### config.mk
export PLATFORM = sky130hd
export DESIGN_NAME = display_list_vertex_check_core_flat
export DESIGN_NICKNAME = d
export VERILOG_FILES = /design/src/hdl/dlvc_pkg.sv /design/src/hdl/dlvc_ifs.sv /design/src/hdl/dlvc_front.sv /design/src/hdl/dlvc_queue.sv /design/src/hdl/dlvc_back.sv /design/src/hdl/display_list_vertex_check_core.sv /design/src/flat_wrapper.sv
export SDC_FILE = /design/constraint.sdc
export NUM_CORES = 1
export LEC_CHECK = 0
export ABC_AREA = 1
export BUFFER_PORTS_ARGS = -buffer_cell sky130_fd_sc_hd__buf_2
export CAP_MARGIN = 5
export CORE_MARGIN = 2
export CORE_UTILIZATION = 38
export DETAILED_ROUTE_END_ITERATION = 12
export GPL_TIMING_DRIVEN = 0
export PLACE_DENSITY = 0.67
export SETUP_SLACK_MARGIN = 0.2
export SYNTH_ARGS = -nofsm -noshare
export SYNTH_HDL_FRONTEND = slang
export SYNTH_HIERARCHICAL = 1
export SYNTH_SLANG_ARGS = --single-unit
export TNS_END_PERCENT = 1
### constraint.sdc
create_clock -name clk_i -period 5 [get_ports clk_i]
set_input_delay 0.5 -clock clk_i [delete_from_list [all_inputs] [get_ports clk_i]]
set_output_delay 0.5 -clock clk_i [all_outputs]
set_load 0.02 [all_outputs]
### src/hdl/dlvc_pkg.sv
// package for the display list vertex check block
// types, opcodes, verdict codes and decode helpers; no dependencies
`timescale 1ns / 1ps
`default_nettype none

package dlvc_pkg;

  localparam int unsigned SlotCount = 16;
  localparam int unsigned TriCount  = 4;
  localparam int unsigned VcountW   = 21;

  localparam logic [7:0] OpLoad   = 8'h04;
  localparam logic [7:0] OpQuad   = 8'hB1;
  localparam logic [7:0] OpEnd    = 8'hB8;
  localparam logic [7:0] OpSingle = 8'hBF;

  localparam logic [31:0] AddrMask = 32'h00FF_FFFF;

  typedef enum logic [1:0] {
    VERDICT_OK   = 2'd0,
    VERDICT_END  = 2'd1,
    VERDICT_BAD  = 2'd2,
    VERDICT_SKIP = 2'd3
  } verdict_e;

  typedef enum logic [1:0] {
    KIND_OTHER = 2'd0,
    KIND_END   = 2'd1,
    KIND_LOAD  = 2'd2,
    KIND_TRI   = 2'd3
  } kind_e;

  // decoded command as it travels from front to back
  typedef struct packed {
    logic                                first_of_list;
    kind_e                               kind;
    logic                                load_ok;
    logic [SlotCount-1:0]                load_mask;
    logic [TriCount-1:0]                 tri_act;
    logic [TriCount-1:0]                 tri_bad;
    logic [TriCount-1:0][SlotCount-1:0]  tri_mask;
  } cmd_t;

  // byte divided by ten via reciprocal multiply, exact for 0..255
  function automatic logic [4:0] div10(input logic [7:0] x);
    logic [15:0] prod;
    prod = 16'(x) * 16'd205;
    return prod[15:11];
  endfunction

  function automatic logic [SlotCount-1:0] slot_bit(input logic [3:0] idx);
    return SlotCount'(1) << idx;
  endfunction

endpackage

`default_nettype wire

### src/hdl/dlvc_ifs.sv
// channel interfaces for the display list vertex check block
// command, result and configuration channels; no dependencies
`timescale 1ns / 1ps
`default_nettype none

interface dlvc_cmd_if;
  logic        valid;
  logic        ready;
  logic        first_of_list;
  logic [31:0] word_high;
  logic [31:0] word_low;

  modport source (output valid, output first_of_list, output word_high, output word_low,
                  input ready);
  modport sink   (input valid, input first_of_list, input word_high, input word_low,
                  output ready);
endinterface

interface dlvc_res_if;
  logic       valid;
  logic       ready;
  logic [1:0] verdict;
  logic       repair_needed;

  modport source (output valid, output verdict, output repair_needed, input ready);
  modport sink   (input valid, input verdict, input repair_needed, output ready);
endinterface

interface dlvc_cfg_if;
  logic        valid;
  logic        ready;
  logic [20:0] vertex_count;

  modport source (output valid, output vertex_count, input ready);
  modport sink   (input valid, input vertex_count, output ready);
endinterface

`default_nettype wire

### src/hdl/dlvc_front.sv
// front stage: accepts commands, decodes and pre-checks them into a register
// depends on dlvc_pkg and dlvc_cmd_if
`timescale 1ns / 1ps
`default_nettype none

module dlvc_front (
  input  wire logic                        clk_i,
  input  wire logic                        rst_ni,
  dlvc_cmd_if.sink                         cmd_i,
  input  wire logic [dlvc_pkg::VcountW-1:0] vertex_count_i,
  output logic                             dec_valid_o,
  input  wire logic                        dec_ready_i,
  output dlvc_pkg::cmd_t                   dec_o
);

  logic           valid_q, valid_d;
  dlvc_pkg::cmd_t cmd_q, cmd_d;

  logic [7:0]  op;
  logic [3:0]  first;
  logic [4:0]  cnt;
  logic [5:0]  end_slot;
  logic [19:0] base;
  logic [21:0] base_end;
  logic [31:0] addr;
  logic [31:0] run_mask;
  logic [4:0]  q_a, q_b, q_c;

  assign cmd_i.ready = !valid_q || dec_ready_i;

  always_comb begin
    op       = cmd_i.word_high[31:24];
    first    = cmd_i.word_high[19:16];
    cnt      = 5'(cmd_i.word_high[23:20]) + 5'd1;
    end_slot = 6'(first) + 6'(cnt);
    addr     = cmd_i.word_low & dlvc_pkg::AddrMask;
    base     = addr[23:4];
    base_end = 22'(base) + 22'(cnt);
    run_mask = ((32'd1 << cnt) - 32'd1) << first;
    q_a      = dlvc_pkg::div10(cmd_i.word_low[23:16]);
    q_b      = dlvc_pkg::div10(cmd_i.word_low[15:8]);
    q_c      = dlvc_pkg::div10(cmd_i.word_low[7:0]);

    cmd_d               = '0;
    cmd_d.first_of_list = cmd_i.first_of_list;
    cmd_d.load_mask     = run_mask[dlvc_pkg::SlotCount-1:0];
    cmd_d.load_ok       = (end_slot <= 6'(dlvc_pkg::SlotCount)) && (addr[3:0] == 4'd0)
                          && (base_end <= 22'(vertex_count_i));
    unique case (op)
      dlvc_pkg::OpEnd:  cmd_d.kind = dlvc_pkg::KIND_END;
      dlvc_pkg::OpLoad: cmd_d.kind = dlvc_pkg::KIND_LOAD;
      dlvc_pkg::OpSingle: begin
        cmd_d.kind        = dlvc_pkg::KIND_TRI;
        cmd_d.tri_act[0]  = 1'b1;
        cmd_d.tri_bad[0]  = q_a[4] | q_b[4] | q_c[4];
        cmd_d.tri_mask[0] = dlvc_pkg::slot_bit(q_a[3:0]) | dlvc_pkg::slot_bit(q_b[3:0])
                            | dlvc_pkg::slot_bit(q_c[3:0]);
      end
      dlvc_pkg::OpQuad: begin
        cmd_d.kind = dlvc_pkg::KIND_TRI;
        for (int t = 0; t < dlvc_pkg::TriCount; t++) begin
          cmd_d.tri_act[t]  = (cmd_i.word_low[t*8 +: 8] != 8'd0)
                              || (cmd_i.word_high[t*4 +: 4] != 4'd0);
          cmd_d.tri_mask[t] = dlvc_pkg::slot_bit(cmd_i.word_low[t*8 +: 4])
                              | dlvc_pkg::slot_bit(cmd_i.word_low[t*8+4 +: 4])
                              | dlvc_pkg::slot_bit(cmd_i.word_high[t*4 +: 4]);
        end
      end
      default: cmd_d.kind = dlvc_pkg::KIND_OTHER;
    endcase
  end

  always_comb begin
    valid_d = valid_q;
    if (cmd_i.ready) begin
      valid_d = cmd_i.valid;
    end
  end

  always_ff @(posedge clk_i or negedge rst_ni) begin
    if (!rst_ni) begin
      valid_q <= 1'b0;
    end else begin
      valid_q <= valid_d;
    end
  end

  always_ff @(posedge clk_i) begin
    if (cmd_i.ready && cmd_i.valid) begin
      cmd_q <= cmd_d;
    end
  end

  assign dec_valid_o = valid_q;
  assign dec_o       = cmd_q;

endmodule

`default_nettype wire

### src/hdl/dlvc_queue.sv
// short queue between front and back stages
// depends on dlvc_pkg for the entry type
`timescale 1ns / 1ps
`default_nettype none

module dlvc_queue #(
  parameter int unsigned DEPTH = 2
) (
  input  wire logic           clk_i,
  input  wire logic           rst_ni,
  input  wire logic           push_valid_i,
  output logic                push_ready_o,
  input  wire dlvc_pkg::cmd_t push_data_i,
  output logic                pop_valid_o,
  input  wire logic           pop_ready_i,
  output dlvc_pkg::cmd_t      pop_data_o
);

  localparam int unsigned PtrW = (DEPTH > 1) ? $clog2(DEPTH) : 1;
  localparam int unsigned CntW = $clog2(DEPTH + 1);

  dlvc_pkg::cmd_t mem_q [DEPTH];
  logic [PtrW-1:0] wr_q, wr_d, rd_q, rd_d;
  logic [CntW-1:0] cnt_q, cnt_d;
  logic            push, pop;

  assign push_ready_o = (cnt_q != CntW'(DEPTH));
  assign pop_valid_o  = (cnt_q != '0);
  assign push         = push_valid_i && push_ready_o;
  assign pop          = pop_valid_o && pop_ready_i;
  assign pop_data_o   = mem_q[rd_q];

  always_comb begin
    wr_d  = wr_q;
    rd_d  = rd_q;
    cnt_d = cnt_q;
    if (push) begin
      wr_d = (wr_q == PtrW'(DEPTH - 1)) ? '0 : wr_q + PtrW'(1);
    end
    if (pop) begin
      rd_d = (rd_q == PtrW'(DEPTH - 1)) ? '0 : rd_q + PtrW'(1);
    end
    if (push && !pop) begin
      cnt_d = cnt_q + CntW'(1);
    end else if (pop && !push) begin
      cnt_d = cnt_q - CntW'(1);
    end
  end

  always_ff @(posedge clk_i or negedge rst_ni) begin
    if (!rst_ni) begin
      wr_q  <= '0;
      rd_q  <= '0;
      cnt_q <= '0;
    end else begin
      wr_q  <= wr_d;
      rd_q  <= rd_d;
      cnt_q <= cnt_d;
    end
  end

  always_ff @(posedge clk_i) begin
    if (push) begin
      mem_q[wr_q] <= push_data_i;
    end
  end

endmodule

`default_nettype wire

### src/hdl/dlvc_back.sv
// back stage: applies decoded commands to the slot masks and registers the result
// depends on dlvc_pkg and dlvc_res_if
`timescale 1ns / 1ps
`default_nettype none

module dlvc_back (
  input  wire logic           clk_i,
  input  wire logic           rst_ni,
  input  wire logic           cmd_valid_i,
  output logic                cmd_ready_o,
  input  wire dlvc_pkg::cmd_t cmd_i,
  dlvc_res_if.source          res_o
);

  localparam int unsigned N = dlvc_pkg::SlotCount;

  logic [N-1:0]       valid_slots_q, valid_slots_d;
  logic [N-1:0]       last_slots_q, last_slots_d;
  logic               finished_q, finished_d;
  logic               out_valid_q;
  dlvc_pkg::verdict_e verdict_q, verdict_d;
  logic               repair_q, repair_d;

  logic         take;
  logic         fin;
  logic [N-1:0] vs, ls;
  logic         any_bad, any_rep;

  assign cmd_ready_o = !out_valid_q || res_o.ready;
  assign take        = cmd_valid_i && cmd_ready_o;

  always_comb begin
    fin = cmd_i.first_of_list ? 1'b0 : finished_q;
    vs  = cmd_i.first_of_list ? '0 : valid_slots_q;
    ls  = cmd_i.first_of_list ? '0 : last_slots_q;

    any_bad = 1'b0;
    any_rep = 1'b0;
    for (int t = 0; t < dlvc_pkg::TriCount; t++) begin
      if (cmd_i.tri_act[t]) begin
        any_bad = any_bad | cmd_i.tri_bad[t] | ((cmd_i.tri_mask[t] & ~vs) != '0);
        any_rep = any_rep | ((cmd_i.tri_mask[t] & ~ls) != '0);
      end
    end

    valid_slots_d = vs;
    last_slots_d  = ls;
    finished_d    = fin;
    verdict_d     = dlvc_pkg::VERDICT_OK;
    repair_d      = 1'b0;

    if (fin) begin
      verdict_d = dlvc_pkg::VERDICT_SKIP;
    end else begin
      unique case (cmd_i.kind)
        dlvc_pkg::KIND_END: begin
          verdict_d  = dlvc_pkg::VERDICT_END;
          finished_d = 1'b1;
        end
        dlvc_pkg::KIND_LOAD: begin
          if (cmd_i.load_ok) begin
            last_slots_d  = cmd_i.load_mask;
            valid_slots_d = vs | cmd_i.load_mask;
          end else begin
            verdict_d  = dlvc_pkg::VERDICT_BAD;
            finished_d = 1'b1;
          end
        end
        dlvc_pkg::KIND_TRI: begin
          if (any_bad) begin
            verdict_d  = dlvc_pkg::VERDICT_BAD;
            finished_d = 1'b1;
          end else begin
            repair_d = any_rep;
          end
        end
        default: verdict_d = dlvc_pkg::VERDICT_OK;
      endcase
    end
  end

  always_ff @(posedge clk_i or negedge rst_ni) begin
    if (!rst_ni) begin
      valid_slots_q <= '0;
      last_slots_q  <= '0;
      finished_q    <= 1'b0;
      out_valid_q   <= 1'b0;
    end else begin
      if (cmd_ready_o) begin
        out_valid_q <= cmd_valid_i;
      end
      if (take) begin
        valid_slots_q <= valid_slots_d;
        last_slots_q  <= last_slots_d;
        finished_q    <= finished_d;
      end
    end
  end

  always_ff @(posedge clk_i) begin
    if (take) begin
      verdict_q <= verdict_d;
      repair_q  <= repair_d;
    end
  end

  assign res_o.valid         = out_valid_q;
  assign res_o.verdict       = verdict_q;
  assign res_o.repair_needed = repair_q;

endmodule

`default_nettype wire

### src/hdl/display_list_vertex_check_core.sv
// display list vertex check, top level
// depends on dlvc_pkg, dlvc_ifs, dlvc_front, dlvc_queue and dlvc_back
//
// usage:
// - cmd_i carries one 64-bit display-list command per beat (first_of_list,
//   word_high, word_low); res_o returns one beat per command with the
//   verdict (ok, end, invalid, skipped) and the repair flag
// - cfg_i writes the vertex count; it is always ready and is meant to be
//   written only while no command is in flight
// - throughput is one command per cycle while res_o does not stall; each command
//   loads the decode register, then the queue, then the result register
// - the front decodes a command and does the load and index checks; the
//   back owns the valid / last-load slot masks and the finished flag
// - when res_o stalls, the result register holds, the back stops popping,
//   and the queue plus the decode register absorb further commands before
//   cmd_i.ready drops
// - reset clears both slot masks, the finished flag, the vertex count and
//   all valid flags; the first list is treated as already open
`timescale 1ns / 1ps
`default_nettype none

module display_list_vertex_check_core #(
  parameter int unsigned QUEUE_DEPTH = 2
) (
  input  wire logic  clk_i,
  input  wire logic  rst_ni,
  dlvc_cmd_if.sink   cmd_i,
  dlvc_cfg_if.sink   cfg_i,
  dlvc_res_if.source res_o
);

  // vertex count register, written through the config channel
  logic [dlvc_pkg::VcountW-1:0] vertex_count_q;

  // front -> queue
  logic           dec_valid, dec_ready;
  dlvc_pkg::cmd_t dec_cmd;

  // queue -> back
  logic           q_valid, q_ready;
  dlvc_pkg::cmd_t q_cmd;

  assign cfg_i.ready = 1'b1;

  always_ff @(posedge clk_i or negedge rst_ni) begin
    if (!rst_ni) begin
      vertex_count_q <= '0;
    end else if (cfg_i.valid) begin
      vertex_count_q <= cfg_i.vertex_count;
    end
  end

  // decode and pre-check
  dlvc_front u_front (
    .clk_i          (clk_i),
    .rst_ni         (rst_ni),
    .cmd_i          (cmd_i),
    .vertex_count_i (vertex_count_q),
    .dec_valid_o    (dec_valid),
    .dec_ready_i    (dec_ready),
    .dec_o          (dec_cmd)
  );

  // decoupling queue
  dlvc_queue #(
    .DEPTH (QUEUE_DEPTH)
  ) u_queue (
    .clk_i        (clk_i),
    .rst_ni       (rst_ni),
    .push_valid_i (dec_valid),
    .push_ready_o (dec_ready),
    .push_data_i  (dec_cmd),
    .pop_valid_o  (q_valid),
    .pop_ready_i  (q_ready),
    .pop_data_o   (q_cmd)
  );

  // mask state and result register
  dlvc_back u_back (
    .clk_i       (clk_i),
    .rst_ni      (rst_ni),
    .cmd_valid_i (q_valid),
    .cmd_ready_o (q_ready),
    .cmd_i       (q_cmd),
    .res_o       (res_o)
  );

endmodule

`default_nettype wire

### src/flat_wrapper.sv
// flat-port wrapper written by rule: the top's interface ports become plain ports
module display_list_vertex_check_core_flat 
#(
  parameter int unsigned QUEUE_DEPTH = 2
)
  (clk_i, rst_ni, cmd_i_valid, cmd_i_first_of_list, cmd_i_word_high, cmd_i_word_low, cmd_i_ready, cfg_i_valid, cfg_i_vertex_count, cfg_i_ready, res_o_valid, res_o_verdict, res_o_repair_needed, res_o_ready);
  dlvc_cmd_if cmd_i_i ();
  dlvc_cfg_if cfg_i_i ();
  dlvc_res_if res_o_i ();
  input  wire logic clk_i;
  input  wire logic rst_ni;
  input wire logic [$bits(cmd_i_i.valid)-1:0] cmd_i_valid;
  input wire logic [$bits(cmd_i_i.first_of_list)-1:0] cmd_i_first_of_list;
  input wire logic [$bits(cmd_i_i.word_high)-1:0] cmd_i_word_high;
  input wire logic [$bits(cmd_i_i.word_low)-1:0] cmd_i_word_low;
  output wire logic [$bits(cmd_i_i.ready)-1:0] cmd_i_ready;
  input wire logic [$bits(cfg_i_i.valid)-1:0] cfg_i_valid;
  input wire logic [$bits(cfg_i_i.vertex_count)-1:0] cfg_i_vertex_count;
  output wire logic [$bits(cfg_i_i.ready)-1:0] cfg_i_ready;
  output wire logic [$bits(res_o_i.valid)-1:0] res_o_valid;
  output wire logic [$bits(res_o_i.verdict)-1:0] res_o_verdict;
  output wire logic [$bits(res_o_i.repair_needed)-1:0] res_o_repair_needed;
  input wire logic [$bits(res_o_i.ready)-1:0] res_o_ready;
  assign cmd_i_i.valid = cmd_i_valid;
  assign cmd_i_i.first_of_list = cmd_i_first_of_list;
  assign cmd_i_i.word_high = cmd_i_word_high;
  assign cmd_i_i.word_low = cmd_i_word_low;
  assign cmd_i_ready = cmd_i_i.ready;
  assign cfg_i_i.valid = cfg_i_valid;
  assign cfg_i_i.vertex_count = cfg_i_vertex_count;
  assign cfg_i_ready = cfg_i_i.ready;
  assign res_o_valid = res_o_i.valid;
  assign res_o_verdict = res_o_i.verdict;
  assign res_o_repair_needed = res_o_i.repair_needed;
  assign res_o_i.ready = res_o_ready;
  display_list_vertex_check_core #(.QUEUE_DEPTH(QUEUE_DEPTH)) u_core (.clk_i(clk_i), .rst_ni(rst_ni), .cmd_i(cmd_i_i), .cfg_i(cfg_i_i), .res_o(res_o_i));
endmodule
; ---- Word-level counts from Yosys, hierarchy flattened
; Memory sizes are Yosys's and may differ from the RTL's.
; Index checks and enable logic that the tools add are counted.
[word_totals]
ff_bits = 152
wordCells = 166
mem_count = 1
ram_bits = 178
in_bits = 91
output_inout_bits = 6
[op_classes]
bitwise_logic = 34
n_reduce_logical = 38
n_eq_ne = 8
mux = 33
add_sub_neg = 8
n_lt_le_gt_ge = 2
n_shift = 17
mul = 3
[mem_list]
columns = memory, words, word_bits, rd, rd_clocked_by_memory_dff, wr, line
row1 = u_core.u_queue.mem_q, 2, 89, 1, 0, 1, dlvc_queue.sv:22  ; dlvc_pkg::cmd_t mem_q [DEPTH];
[op_table]
columns = cell, count
row1 = $shl 1x4->16 const A, 15
row2 = $or 16x16->16, 11
row3 = $and 16x16->16, 8
row4 = $mux 16, 8
row5 = $reduce_bool 16->1, 8
row6 = $mul 8x8->16 const B, 3
row7 = $not 16->16, 2
row8 = $pmux 16 s2, 1
row9 = $reduce_bool 8->1, 4
row10 = $shl 1x5->32 const A, 1
row11 = $shl 32x4->16, 1
row12 = $sub 32x1->32 const B, 1
row13 = $eq 8x8->1 const B, 3
row14 = $add 20x5->21, 1
row15 = $le 21x21->1, 1
row16 = $mux 1, 16
row17 = $reduce_bool 4->1, 4
row18 = $pmux 2 s3, 2
row19 = $or 1x1->1, 9
row20 = $eq 8x3->1 const B, 1
row21 = $mux 2, 4
row22 = $logic_and 1x1->1, 7
row23 = $add 4x5->6, 1
row24 = $le 6x5->1 const B, 1
row25 = other kinds (17), 30

; ---- Depth between registers and ports, before layout
; Gate-level depths: netlist of run 1.
; An unclocked memory read counts as a cell.
[depth]
word_depth = 19
ltp_mapped = 23
ltp_nobuf = 22

; ---- Modules after synthesis
; The synthesis of run 1 kept the hierarchy.
[modules_own_cells]
columns = module, seq_area_each_um2, n_inst, cells_each, area_each_um2
row1 = dlvc_front, 2697.6, 1, 1524, 11649.9
row2 = dlvc_queue, 5625.4, 1, 509, 6892.9
row3 = dlvc_back, 940.9, 1, 437, 2661.3
row4 = display_list_vertex_check_core, 525.5, 1, 91, 814.5

; ---- Worst setup path after synthesis of run 1
; No wires, ideal clock.
[synth_timing]
path_type = input port to flip-flop
start = input cmd_i_valid
end = register u_core.u_front.cmd_q (netlist bit u_core/u_front/dec_o[0]) (enable)
slack_ns = -0.408
setup_ns = 0.565
path_buffers = 0
t_arrival_ns = 4.843
cell_stages = 2
t_required_ns = 4.435
path_cell_list = inv_1 > a21oi_1
[synth_between]
elab_chain_cells = 1
[synth_rtl]
columns = item, line
row1 = from (decl), flat_wrapper.sv:12  ; input wire logic [$bits(cmd_i_i.valid)-1:0] cmd_i_valid;
row2 = $logic_and 1x1->1, dlvc_front.sv:89  ; if (cmd_i.ready && cmd_i.valid) begin
row3 = to (signal assigned), dlvc_front.sv:90  ; cmd_q <= cmd_d;
row4 = to (decl), dlvc_front.sv:17  ; dlvc_pkg::cmd_t cmd_q, cmd_d;
; Every way passes these cells.
; A chain may end at the register's enable or synchronous reset.

; ---- Worst setup path after layout of run 1
[layout_timing]
start = input cmd_i_word_low[19]
end = register u_core.u_front.cmd_q (netlist bit u_core/u_front/dec_o[0]) (data pin)
[layout_between]
elab_chain_cells = 5
[layout_rtl]
columns = item, line
row1 = from (decl), flat_wrapper.sv:15  ; input wire logic [$bits(cmd_i_i.word_low)-1:0] cmd_i_word_low;
row2 = $mul 8x8->16, dlvc_pkg.sv:47  ; prod = 16'(x) * 16'd205;
row3 = $shl 1x4->16, dlvc_pkg.sv:52  ; return SlotCount'(1) << idx;
row4 = $or 16x16->16, dlvc_front.sv:56  ; cmd_d.tri_mask[0] = dlvc_pkg::slot_bit(q_a[3:0]) | dlvc_pkg::slot_bit(q_b[3:0])
row5 = $or 16x16->16, dlvc_front.sv:57  ; | dlvc_pkg::slot_bit(q_c[3:0]);
row6 = $pmux 16 s2, dlvc_front.sv:49  ; unique case (op)
; Every way passes these cells.

==> key figures, run 1 <==
Status
  • Status: finished, final reports clean

Min path
  • Hold Path Class: in2reg

Die
  • Initial Util: 0.3831
  • Ports: 97
  • Row count: 88
  • Die area: 0.05989 sq mm
  • Core area: 0.05748 sq mm
  • Die height: 244.7 um
  • Die extent in x: 244.7 um

Cells and area
  • Synth-to-layout area growth: 13.56%
  • Proportion of layout cells with a drive suffix above 1: 0.09567
  • Final core occ: 0.4350
  • Fill count: 5660
  • NumNets Final: 3014

Synth
  • Register area share after synthesis: 0.4446
  • Dominant synthesized flop cell: edfxtp_1
  • Asr flop ratio synth: 0.1786
  • #FFs+latches synth: 336
  • Synth unique cells: 54
  • Gate Count Post-Synth: 2561
  • Syn_area_per_cell: 8.598 sq um
  • Mapped Area: 0.02202 sq mm
  • EDFF count, synth: 276
  • Synth warn: 6

Route
  • Vias per Instance: 5.068
  • First-pass DRT Iterations: 7
  • Post-DR wirelength/cell: 16.50 um
  • Final Routed Wirelength: 57650 um
  • DRC: 0
  • Antenna Violating Nets Remaining: 0
  • Initial DRC Count: 1452
  • Via count: 17712

STA
  • Relative slew slack: 0.5012
  • RSZ-0062 raised after global routing: true
  • Min Hold Slack: 0.1012 ns
  • Final hold vios: 0
  • Skew final: 0.03346 ns
  • Final min period: 4.529 ns
  • Fin crit share: 0.9058
  • Final Max Tran Viols: 0
  • Final setup violation count: 0
  • Fmax: 220.8 MHz
  • Worst Max-Slew Pin Slew: 0.7482 ns

Critical path
  • Kind of critical path: in2reg
  • Crit end category: flip-flop
  • CP peak stage delay: 0.53 ns
  • Startpoint types: input port
  • CP top delay family: adder cells
  • CP dominant cell by count: nand2_1
  • Worst path buffer plus inverter count: 6
  • Slowest CP cell: fa_1
  • CP cell instances: buf_2 > buf_2 > clkinvlp_4 > ha_1 > inv_1 > fa_1 > inv_1 > fa_1 > ha_1 > ha_1 > nand2_1 > nor3_1 > nand2_1 > or2_1 > nand4_2 > xor2_4 > inv_2 > nand4_1 > nand3_1 > nand2_1 > nand2_1
  • CP required: 5.31 ns
  • CP Max Fanout: 10
  • CP arrival: 4.84 ns

Place
  • HPWL Detailed: 44750 um
  • Gpl congestion: 0.9310
  • I/O Buffers: 85

Flow run
  • Max Cap Viol: 0

Clock network
  • CTS tree: done
  • CTS buffer count: 37
  • CTS H-tree lvls: 2
  • Sinks on the clock net: 336
  • Skew-Pair Late Insertion Delay: 0.57 ns
  • Max Buffers Root-to-Sink: 3
  • Clock root buffer: clkbuf_16
  • Clock transition at path regs: 0.06 ns

Global routing
  • Largest net degree at the start of global routing: 61
  • Antenna violations before repair: 3
  • Global Route Usage Sum: 0.1943
  • GRT overflow: 0
  • Vias in the first global route: 16949
  • First-pass GRT wire length: 91400 um

Power
  • Leak pwr: 11.66 nW
  • Pwr/cell area: 476.6 mW/mm^2
  • Peak VDD IR: 0.3387 mV
==> cell families (layout without fill, tap and decap cells) <==
family          count (synthesis)  count (layout)  share of synthesized area
xor+xnor                       43              43                    0.01796
compound gates                238             238                    0.06450
flops                         336             336                     0.4446
buf+inv                       376             541                    0.06972
fa+ha+maj                     224             224                     0.1389
other cells                     2               6                  0.0003411
simple gates                 1342            1342                     0.2640
==> sequential cells by signal, indices dropped and copies added, names as in the netlist <==
register	flops
u_core/u_queue/mem_q	184
u_core/u_front/dec_o	89
u_core/vertex_count_q	21
u_core/u_back/last_slots_q	16
u_core/u_back/valid_slots_q	16
u_core/u_back/res_o.verdict	2
u_core/u_queue/cnt_q	2
u_core/u_back/finished_q	1
u_core/u_back/res_o.repair_needed	1
u_core/u_back/res_o.valid	1
u_core/u_front/dec_valid_o	1
u_core/u_queue/rd_q	1
u_core/u_queue/wr_q	1
==> where the power goes <==
part	switching (mW)	internal, mW
logic	3.43	1.53
registers	0.249	3.94
clock network	1.17	1.60
total	4.86	7.06
==> worst paths after layout <==
path,to,from,cells past startpoint,slack (ns)
min reg2reg,u_core/u_queue/mem_q[1][5],u_core/u_front/dec_o[5],0,0.42
max in group asynchronous,u_core/u_back/valid_slots_q[1],rst_ni,3,4.21
min in group asynchronous,u_core/vertex_count_q[19],rst_ni,3,0.50
max reg2reg,u_core/u_back/res_o.repair_needed,u_core/u_queue/rd_q,15,1.97
max,u_core/u_front/dec_o[0],cmd_i_word_low[19],21,0.47
min,u_core/u_front/dec_o[91],cmd_i_first_of_list,1,0.10
==> cell usage after synthesis (4+ instances only) <==
| cell | n | share of area |
|---|---|---|
| fa_1 | 34 | 0.031 |
| nor3_1 | 23 | 0.0052 |
| edfxtp_1 | 276 | 0.38 |
| nand2_1 | 788 | 0.13 |
| a21oi_1 | 51 | 0.012 |
| dfrtp_1 | 60 | 0.068 |
| a21o_1 | 5 | 0.0017 |
| o22ai_1 | 10 | 0.0028 |
| o31ai_1 | 14 | 0.0048 |
| clkbuf_1 | 39 | 0.0066 |
| inv_1 | 276 | 0.047 |
| nand3_1 | 234 | 0.053 |
| inv_2 | 8 | 0.0014 |
| o21ai_0 | 82 | 0.019 |
| a31oi_1 | 24 | 0.0068 |
| nor2_1 | 150 | 0.026 |
| nand2_2 | 11 | 0.0031 |
| xor2_1 | 30 | 0.012 |
| nor3_2 | 5 | 0.0023 |
| nand4_1 | 67 | 0.019 |
| ha_1 | 190 | 0.11 |
| o211ai_1 | 4 | 0.0014 |
| buf_6 | 6 | 0.0031 |
| buf_2 | 18 | 0.0041 |
| buf_4 | 15 | 0.0051 |
| clkinv_1 | 12 | 0.0020 |
| nand3_2 | 4 | 0.0018 |
| nor2_2 | 7 | 0.0020 |
| xnor2_1 | 12 | 0.0048 |
| nand3b_1 | 4 | 0.0014 |
| nor4_1 | 37 | 0.011 |
| o21ai_1 | 11 | 0.0025 |
| o221ai_1 | 15 | 0.0060 |
==> area by class of cell <==
type	instances	area, sq um	area share
repair buffers	97	695.7	0.02782
flip-flops and latches	336	9789	0.3915
inverters	296	1126	0.04504
multi-input cells	1851	10760	0.4303
diodes	2	5.005	0.0002002
clock buffers	40	937.1	0.03748
plain buffers	80	430.4	0.01721
well taps	765	957.2	0.03828
clock inverters	28	302.8	0.01211
==> layer usage <==
metal	track usage	wire, um	part of all wire	vias up
met1	0.2514	24560	0.43	8131
met4	0.07478	2223	0.039	0
li1	-	-	-	8910
met5	0	0	0	-
met2	0.3287	27350	0.47	563
met3	0.02755	3520	0.061	108
==> through the flow <==
| stage | instances | power, mW | setup WS [ns] | TNS, ns | instance area, sq um |
|---|---|---|---|---|---|
| finish | 3495 | 11.92 | 0.4709 | 0 | 25000 |
| global route | 3495 | 12.79 | 0.1784 | 0 | 25000 |
| CTS | 3493 | 11.95 | 0.1974 | 0 | 24950 |
| detailed placement | 3424 | 9.140 | -0.4097 | -5.804 | 23700 |
| global placement | 3413 | 9.054 | -2.298 | -425.19 | 23410 |
| floorplan | 2563 | 7.606 | 0.02292 | 0 | 22030 |
==> worst reg2reg max path, cell delays in order (launching register included) <==
cell	delay, ns
dfrtp_1	0.40
inv_2	0.05
clkbuf_1	0.24
nand2_1	0.12
nand2_1	0.18
buf_2	0.28
nor2_1	0.50
o21ai_0	0.17
a211oi_1	0.21
nand2_1	0.10
nor2_1	0.13
nor2_1	0.05
nor2_1	0.08
nand2_1	0.13
nand2_1	0.10
nor2_1	0.04
==> placed cells by master (no fill, tap or decap), types with 6 or more instances in the layout <==
cell type / netlist / routed
buf_12: 0 / 6
clkinv_1: 12 / 11
clkbuf_1: 39 / 37
o221ai_1: 15 / 15
o21ai_1: 11 / 11
inv_2: 8 / 12
buf_4: 15 / 16
fa_1: 34 / 34
edfxtp_1: 276 / 276
nand2_1: 788 / 787
nor4_1: 37 / 37
nand2_2: 11 / 12
buf_2: 18 / 103
xnor2_1: 12 / 9
nand3_1: 234 / 234
o21ai_0: 82 / 82
clkbuf_16: 0 / 37
inv_1: 276 / 276
clkinv_2: 0 / 10
o31ai_1: 14 / 14
a21oi_1: 51 / 50
nor3_1: 23 / 23
nand4_1: 67 / 67
a31oi_1: 24 / 24
nor2_2: 7 / 7
ha_1: 190 / 190
xor2_1: 30 / 29
o22ai_1: 10 / 10
buf_6: 6 / 6
dfrtp_1: 60 / 60
nor2_1: 150 / 148
==> what timing repair did <==
item	CTS	global route
pin swaps	0	0
setup buffers	0	0
gates resized for setup	1	22
hold buffers	1	0
setup endpoints to repair	8	17
hold endpoints to repair	60	0
Power figures use the tool's default switching activity.
==> inputs of run 2 (changes only) <==
--- a/config.mk
+++ b/config.mk
@@ -6,6 +6,7 @@
 export NUM_CORES = 1
 export LEC_CHECK = 0
 export ABC_AREA = 1
+export ABC_CLOCK_PERIOD_IN_PS = 5000
 export BUFFER_PORTS_ARGS = -buffer_cell sky130_fd_sc_hd__buf_2
 export CAP_MARGIN = 5
 export CORE_MARGIN = 2
@@ -13,6 +14,7 @@
 export DETAILED_ROUTE_END_ITERATION = 12
 export GPL_TIMING_DRIVEN = 0
 export PLACE_DENSITY = 0.67
+export RECOVER_POWER = 100
 export SETUP_SLACK_MARGIN = 0.2
 export SYNTH_ARGS = -nofsm -noshare
 export SYNTH_HDL_FRONTEND = slang
==> run 2 against run 1 <==
The run now ends with capacitance limit, slew limit left. Cell count did not move. Wire length is essentially flat. Global-route usage unchanged. Critical path depth unchanged. Sequential cell count is the same. Largest power group unchanged. Highest routed layer unchanged.
==> key figures, run 2 (same netlist as run 1, synthesis figures left out) <==
Critical path
  • CP required: 5.31 ns (about the same)
  • Startpoint types: input port (unchanged)
  • CP arrival: 4.89 ns (was 4.84 ns)
  • Crit end category: flip-flop (unchanged)
  • Worst path buffer plus inverter count: 6 (unchanged)
  • CP top delay family: adder cells (unchanged)
  • CP cell instances: buf_2 > clkbuf_2 > clkinvlp_4 > ha_1 > inv_1 > fa_1 > inv_1 > fa_1 > ha_1 > ha_1 > nand2_1 > nor3_1 > nand2_1 > or2_0 > nand4_2 > xor2_4 > inv_2 > nand4_1 > nand3_1 > nand2_1 > nand2_1 (was buf_2 > buf_2 > clkinvlp_4 > ha_1 > inv_1 > fa_1 > inv_1 > fa_1 > ha_1 > ha_1 > nand2_1 > nor3_1 > nand2_1 > or2_1 > nand4_2 > xor2_4 > inv_2 > nand4_1 > nand3_1 > nand2_1 > nand2_1)
  • CP dominant cell by count: nand2_1 (unchanged)
  • Slowest CP cell: fa_1 (unchanged)
  • Kind of critical path: in2reg (unchanged)
  • CP Max Fanout: 10 (unchanged)
  • CP peak stage delay: 0.53 ns (about the same)

Clock network
  • Sinks on the clock net: 336 (unchanged)
  • Clock root buffer: clkbuf_16 (unchanged)
  • Skew-Pair Late Insertion Delay: 0.57 ns (about the same)
  • Clock transition at path regs: 0.06 ns (about the same)
  • CTS buffer count: 37 (unchanged)
  • Max Buffers Root-to-Sink: 3 (unchanged)
  • CTS H-tree lvls: 2 (unchanged)
  • CTS tree: done (unchanged)
  • Postcts setup bufs: 0 (unchanged)

Global routing
  • Global Route Usage Sum: 0.1943 (unchanged)
  • First-pass GRT wire length: 91400 um (unchanged)
  • GRT overflow: 0 (unchanged)
  • Largest net degree at the start of global routing: 61 (unchanged)
  • Vias in the first global route: 16949 (unchanged)
  • Antenna violations before repair: 3 (unchanged)

STA
  • Final setup violation count: 0 (unchanged)
  • Final min period: 4.577 ns (was 4.529 ns)
  • Setup ws final: 0.4233 ns (was 0.4709 ns)
  • Setup TNS: 0 ns (unchanged)
  • Final hold vios: 0 (unchanged)
  • Relative slew slack: -1.382 (was 0.5012)
  • Fmax: 218.5 MHz (was 220.8 MHz)
  • Fin crit share: 0.9153 (was 0.9058)
  • Min Hold Slack: 0.09984 ns (was 0.1012 ns)
  • Skew final: 0.03543 ns (was 0.03346 ns)
  • RSZ-0062 raised after global routing: true (unchanged)
  • Worst Max-Slew Pin Slew: 3.574 ns (was 0.7482 ns)
  • Final Max Tran Viols: 190 (was 0)

Die
  • Die area: 0.05989 sq mm (unchanged)
  • Core area: 0.05748 sq mm (unchanged)
  • Ports: 97 (unchanged)
  • Die height: 244.7 um (unchanged)
  • Initial Util: 0.3831 (unchanged)
  • Row count: 88 (unchanged)
  • Die extent in x: 244.7 um (unchanged)

Cells and area
  • Final core occ: 0.4307 (was 0.4350)
  • Commonest cells after routing, fill and taps aside: nand2_1, inv_1, edfxtp_1 (unchanged)
  • Commonest non-fill, non-tap cell in the layout: nand2_1 (unchanged)
  • Most flops, register: u_core/u_queue/mem_q (unchanged)
  • Largest register FFs: 184 (unchanged)
  • Final Non-Filler Cells: 3495 (unchanged)
  • Synth-to-layout area growth: 12.42% (was 13.56%)
  • Proportion of layout cells with a drive suffix above 1: 0.08468 (was 0.09567)
  • NumNets Final: 3014 (unchanged)
  • Finished layout cell area: 0.02475 sq mm (was 0.02500 sq mm)

Place
  • Area after DPL: 0.02370 sq mm (unchanged)
  • Pre-CTS setup slack: -0.4097 ns (unchanged)
  • HPWL Detailed: 44750 um (unchanged)
  • Gpl congestion: 0.9310 (unchanged)
  • Dpl cells: 3424 (unchanged)
  • I/O Buffers: 85 (unchanged)

Power
  • Peak VDD IR: 0.3051 mV (was 0.3387 mV)
  • Leak pwr: 11.53 nW (was 11.66 nW)
  • Pwr/cell area: 477.3 mW/mm^2 (was 476.6 mW/mm^2)
  • Pwr Total: 11.81 mW (was 11.92 mW)

Route
  • DRC: 0 (unchanged)
  • Via count: 17739 (was 17712)
  • Post-DR wirelength/cell: 16.50 um (about the same)
  • Vias per Instance: 5.076 (was 5.068)
  • Initial DRC Count: 1413 (was 1452)
  • Final Routed Wirelength: 57680 um (was 57650 um)
  • First-pass DRT Iterations: 6 (was 7)
  • Antenna Violating Nets Remaining: 0 (unchanged)

Status
  • Failing checks: capacitance limit, slew limit
  • Status: complete, but fails checks (was finished, final reports clean)

Flow run
  • Max Cap Viol: 6 (was 0)

Min path
  • Hold Path Class: in2reg (unchanged)
## run 2: cell count changes in the layout (fill, tap and decap cells not counted), sizes merged
cell,change
inv,-1
clkbuf,+22
clkinv,+1
buf,-22
## run 2: repair_timing
| action | CTS | global route |
|---|---|---|
| endpoints found under the hold margin | 60 | 0 |
| setup endpoints to repair | 8 | 17 |
| gates resized for setup | 1 | 22 |
| hold buffers | 1 | 0 |
## run 2: final timing paths
check                                        start                              to  slack, ns  cells past startpoint
max reg2reg                u_core/u_queue/cnt_q[0]     u_core/u_queue/mem_q[1][15]       0.54                      7
max in group asynchronous                   rst_ni  u_core/u_back/last_slots_q[10]       1.15                      3
min in group asynchronous                   rst_ni       u_core/vertex_count_q[19]       1.84                      3
min                            cmd_i_first_of_list        u_core/u_front/dec_o[91]        0.1                      1
max                             cmd_i_word_low[19]         u_core/u_front/dec_o[0]       0.42                     21
min reg2reg                u_core/u_front/dec_o[5]      u_core/u_queue/mem_q[1][5]       0.42                      0
## run 2: worst reg2reg max path: cells and delay by family, from the launching register on
| family | cells | cell delay, ns |
|---|---|---|
| flip-flops | 1 | 0.38 |
| buffers and inverters | 4 | 2.38 |
| AND/OR/NAND/NOR | 3 | 1.35 |
## run 2: per-layer routing
| metal | vias up | part of all wire | GRT usage |
|---|---|---|---|
| li1 | 8915 | - | - |
| met1 | 8127 | 0.43 | 0.2514 |
| met2 | 593 | 0.48 | 0.3287 |
| met3 | 104 | 0.059 | 0.02755 |
| met4 | 0 | 0.037 | 0.07478 |
| met5 | - | 0 | 0 |
## run 2: power by group
group	leakage, nW	total [mW]	switching [mW]	internal (mW)
clock	0.615	2.77	1.18	1.60
sequential	3.44	4.20	0.247	3.96
combinational	7.48	4.84	3.42	1.42
total	11.5	11.8	4.84	6.98
## run 2: layout make-up
type	count	area [sq um]
clock inverter	28	302.8
sequential	336	9789
inverter	296	1126
tap	765	957.2
antenna	2	5.005
multi-input combinational	1851	10700
timing repair buffer	97	519.2
fill	5696	32720
buffer	80	419.2
clock buffer	40	937.1
==> inputs of run 3 (changes only) <==
--- a/config.mk
+++ b/config.mk
@@ -13,6 +13,7 @@
 export CORE_UTILIZATION = 38
 export DETAILED_ROUTE_END_ITERATION = 12
 export GPL_TIMING_DRIVEN = 0
+export HOLD_SLACK_MARGIN = 0.12
 export PLACE_DENSITY = 0.67
 export RECOVER_POWER = 100
 export SETUP_SLACK_MARGIN = 0.2
==> run 3 against run 2 <==
The flow still finishes with violations (capacitance limit, slew limit). Global-route usage about the same. Maximum frequency decreased by 0.25%. Critical path depth unchanged. First-iteration DRC count decreased by 0.64%. Worst hold slack improved by 0.035 ns. Via count about the same. Clock power about the same. Critical path type unchanged. Largest power group unchanged. Highest routed layer unchanged.
==> key figures, run 3 (same netlist as run 1, synthesis figures left out) <==
Status
  • Status: complete, but fails checks (unchanged)
  • Failing checks: capacitance limit, slew limit (unchanged)

Cells and area
  • Synth-to-layout area growth: 12.83% (was 12.42%)
  • Finished layout cell area: 0.02484 sq mm (was 0.02475 sq mm)
  • Commonest non-fill, non-tap cell in the layout: nand2_1 (unchanged)
  • Final Non-Filler Cells: 3504 (was 3495)
  • Proportion of layout cells with a drive suffix above 1: 0.08440 (was 0.08468)
  • Final core occ: 0.4323 (was 0.4307)
  • Largest register FFs: 184 (unchanged)
  • Commonest cells after routing, fill and taps aside: nand2_1, inv_1, edfxtp_1 (unchanged)
  • NumNets Final: 3023 (was 3014)
  • Most flops, register: u_core/u_queue/mem_q (unchanged)

Power
  • Pwr/cell area: 475.3 mW/mm^2 (was 477.3 mW/mm^2)
  • Leak pwr: 11.57 nW (was 11.53 nW)
  • Peak VDD IR: 0.3090 mV (was 0.3051 mV)
  • Seq pwr share: 0.356 (about the same)
  • Internal Power: 6.980 mW (was 6.975 mW)
  • Logic pwr share: 0.409 (about the same)
  • Clock power frac: 0.235 (about the same)
  • Switching part of the total: 0.4089 (was 0.4096)
  • Switching pwr: 4.829 mW (was 4.839 mW)

Clock network
  • Clock transition at path regs: 0.06 ns (about the same)
  • Max Buffers Root-to-Sink: 3 (unchanged)
  • Clock root buffer: clkbuf_16 (unchanged)
  • Skew-Pair Late Insertion Delay: 0.57 ns (about the same)
  • CTS buffer count: 37 (unchanged)
  • CTS H-tree lvls: 2 (unchanged)
  • CTS tree: done (unchanged)
  • Postcts setup bufs: 0 (unchanged)
  • Sinks on the clock net: 336 (unchanged)

Critical path
  • Worst R2R Start: u_core/u_queue/cnt_q[0] (unchanged)
  • CP Max Fanout: 10 (unchanged)
  • R2r endpoint: u_core/u_queue/mem_q[1][15] (unchanged)
  • Reg2Reg Setup Slack: 0.54 ns (about the same)
  • CP cell instances: buf_2 > clkbuf_2 > clkinvlp_4 > ha_1 > inv_1 > fa_1 > inv_1 > fa_1 > ha_1 > ha_1 > nand2_1 > nor3_1 > nand2_1 > or2_0 > nand4_2 > xor2_4 > inv_2 > nand4_1 > nand3_1 > nand2_1 > nand2_1 (unchanged)
  • Reg2Reg Depth: 7 (unchanged)
  • CP arrival: 4.90 ns (was 4.89 ns)
  • CP dominant cell by count: nand2_1 (unchanged)
  • CP required: 5.31 ns (about the same)
  • Startpoint types: input port (unchanged)
  • CP endpoint: u_core/u_front/dec_o[0] (unchanged)
  • Kind of critical path: in2reg (unchanged)
  • CP peak stage delay: 0.53 ns (about the same)
  • Slowest CP cell: fa_1 (unchanged)
  • Crit end category: flip-flop (unchanged)
  • Worst setup startpoint: cmd_i_word_low[19] (unchanged)

Die
  • Die area: 0.05989 sq mm (unchanged)
  • Core area: 0.05748 sq mm (unchanged)
  • Initial Util: 0.3831 (unchanged)
  • Ports: 97 (unchanged)
  • Row count: 88 (unchanged)
  • Die extent in x: 244.7 um (unchanged)
  • Die height: 244.7 um (unchanged)

Min path
  • Min-delay src: cmd_i_valid (was cmd_i_first_of_list)
  • Hold Path Class: in2reg (unchanged)

Global routing
  • GRT overflow: 0 (unchanged)
  • Largest net degree at the start of global routing: 61 (unchanged)
  • Vias in the first global route: 16986 (was 16949)
  • Antenna violations before repair: 3 (unchanged)
  • First-pass GRT wire length: 91570 um (was 91400 um)
  • Global Route Usage Sum: 0.1946 (was 0.1943)

STA
  • Final setup violation count: 0 (unchanged)
  • Skew final: 0.03348 ns (was 0.03543 ns)
  • Fmax: 218.0 MHz (was 218.5 MHz)
  • RSZ-0062 raised after global routing: true (unchanged)
  • Final Max Tran Viols: 189 (was 190)
  • Final min period: 4.588 ns (was 4.577 ns)
  • Setup ws final: 0.4119 ns (was 0.4233 ns)
  • Fin crit share: 0.9176 (was 0.9153)
  • Final hold vios: 0 (unchanged)
  • Relative slew slack: -1.395 (was -1.382)
  • Worst Max-Slew Pin Slew: 3.593 ns (was 3.574 ns)

Place
  • Pre-CTS setup slack: -0.4097 ns (unchanged)
  • Dpl cells: 3424 (unchanged)
  • I/O Buffers: 85 (unchanged)
  • Gpl congestion: 0.9310 (unchanged)
  • Area after DPL: 0.02370 sq mm (unchanged)
  • HPWL Detailed: 44750 um (unchanged)

Route
  • Vias per Instance: 5.062 (was 5.076)
  • Antenna Violating Nets Remaining: 0 (unchanged)
  • Via count: 17736 (was 17739)
  • DRC: 0 (unchanged)
  • Initial DRC Count: 1404 (was 1413)
  • Final Routed Wirelength: 57810 um (was 57680 um)
  • First-pass DRT Iterations: 5 (was 6)
  • Post-DR wirelength/cell: 16.50 um (about the same)

Flow run
  • Max Cap Viol: 6 (unchanged)
## run 3: worst min-delay path by stage
stage / to / slack (ns) / cells past startpoint
2_1_floorplan: u_core/u_back/finished_q / 0.20 / 0
3_3_place_gp: u_core/u_queue/mem_q[0][7] / 0.42 / 0
3_5_place_dp: u_core/u_queue/mem_q[0][57] / 0.43 / 0
4_1_cts: u_core/vertex_count_q[20] / 0.12 / 3
5_1_grt: u_core/vertex_count_q[20] / 0.12 / 3
6_report: u_core/u_front/dec_valid_o / 0.13 / 3
## run 3: layout make-up
type	instances	area [sq um]
timing repair buffer	106	609.3
inverter	296	1126
clock inverter	28	302.8
sequential	336	9789
buffer	80	419.2
fill	5685	32630
multi-input combinational	1851	10700
antenna	2	5.005
clock buffer	40	937.1
tap	765	957.2
## run 3: timing repair
action	4_1_cts	5_1_grt
pin swaps	0	0
hold buffers	10	0
gates resized for setup	1	22
endpoints found under the setup margin	8	17
hold endpoints to repair	69	0
## run 3: critical path: cells and delay by family
family        cells  cell delay (ns)
fa+ha+maj         5             2.03
simple gates      9             1.15
buf+inv           6             0.89
xor+xnor          1             0.32
## run 3: routing by layer
layer	vias up	wire, um	global-route usage
li1	8927	-	-
met1	8140	24610	0.2515
met2	560	27500	0.3299
met3	109	3499	0.02755
met4	0	2198	0.07478
met5	-	0	0
## run 3: per-stage QoR
stage          TNS (ns)  total power [mW]  hold WS [ns]
2_1_floorplan         0             7.606        0.2044
3_3_place_gp    -425.19             9.054        0.4225
3_5_place_dp     -5.804             9.140        0.4290
4_1_cts               0             11.95        0.1202
5_1_grt               0             12.67        0.1234
6_report              0             11.81        0.1347
## run 3: power by group through the flow
| stage | Clock, mW | Combinational, mW | Sequential, mW |
|---|---|---|---|
| after global routing | 2.93 | 5.46 | 4.28 |
| after global placement | 0 | 4.70 | 4.35 |
| after CTS | 2.83 | 4.93 | 4.19 |
| after floorplan | 0 | 3.35 | 4.26 |
| after detailed placement | 0 | 4.91 | 4.23 |
| final | 2.77 | 4.83 | 4.20 |
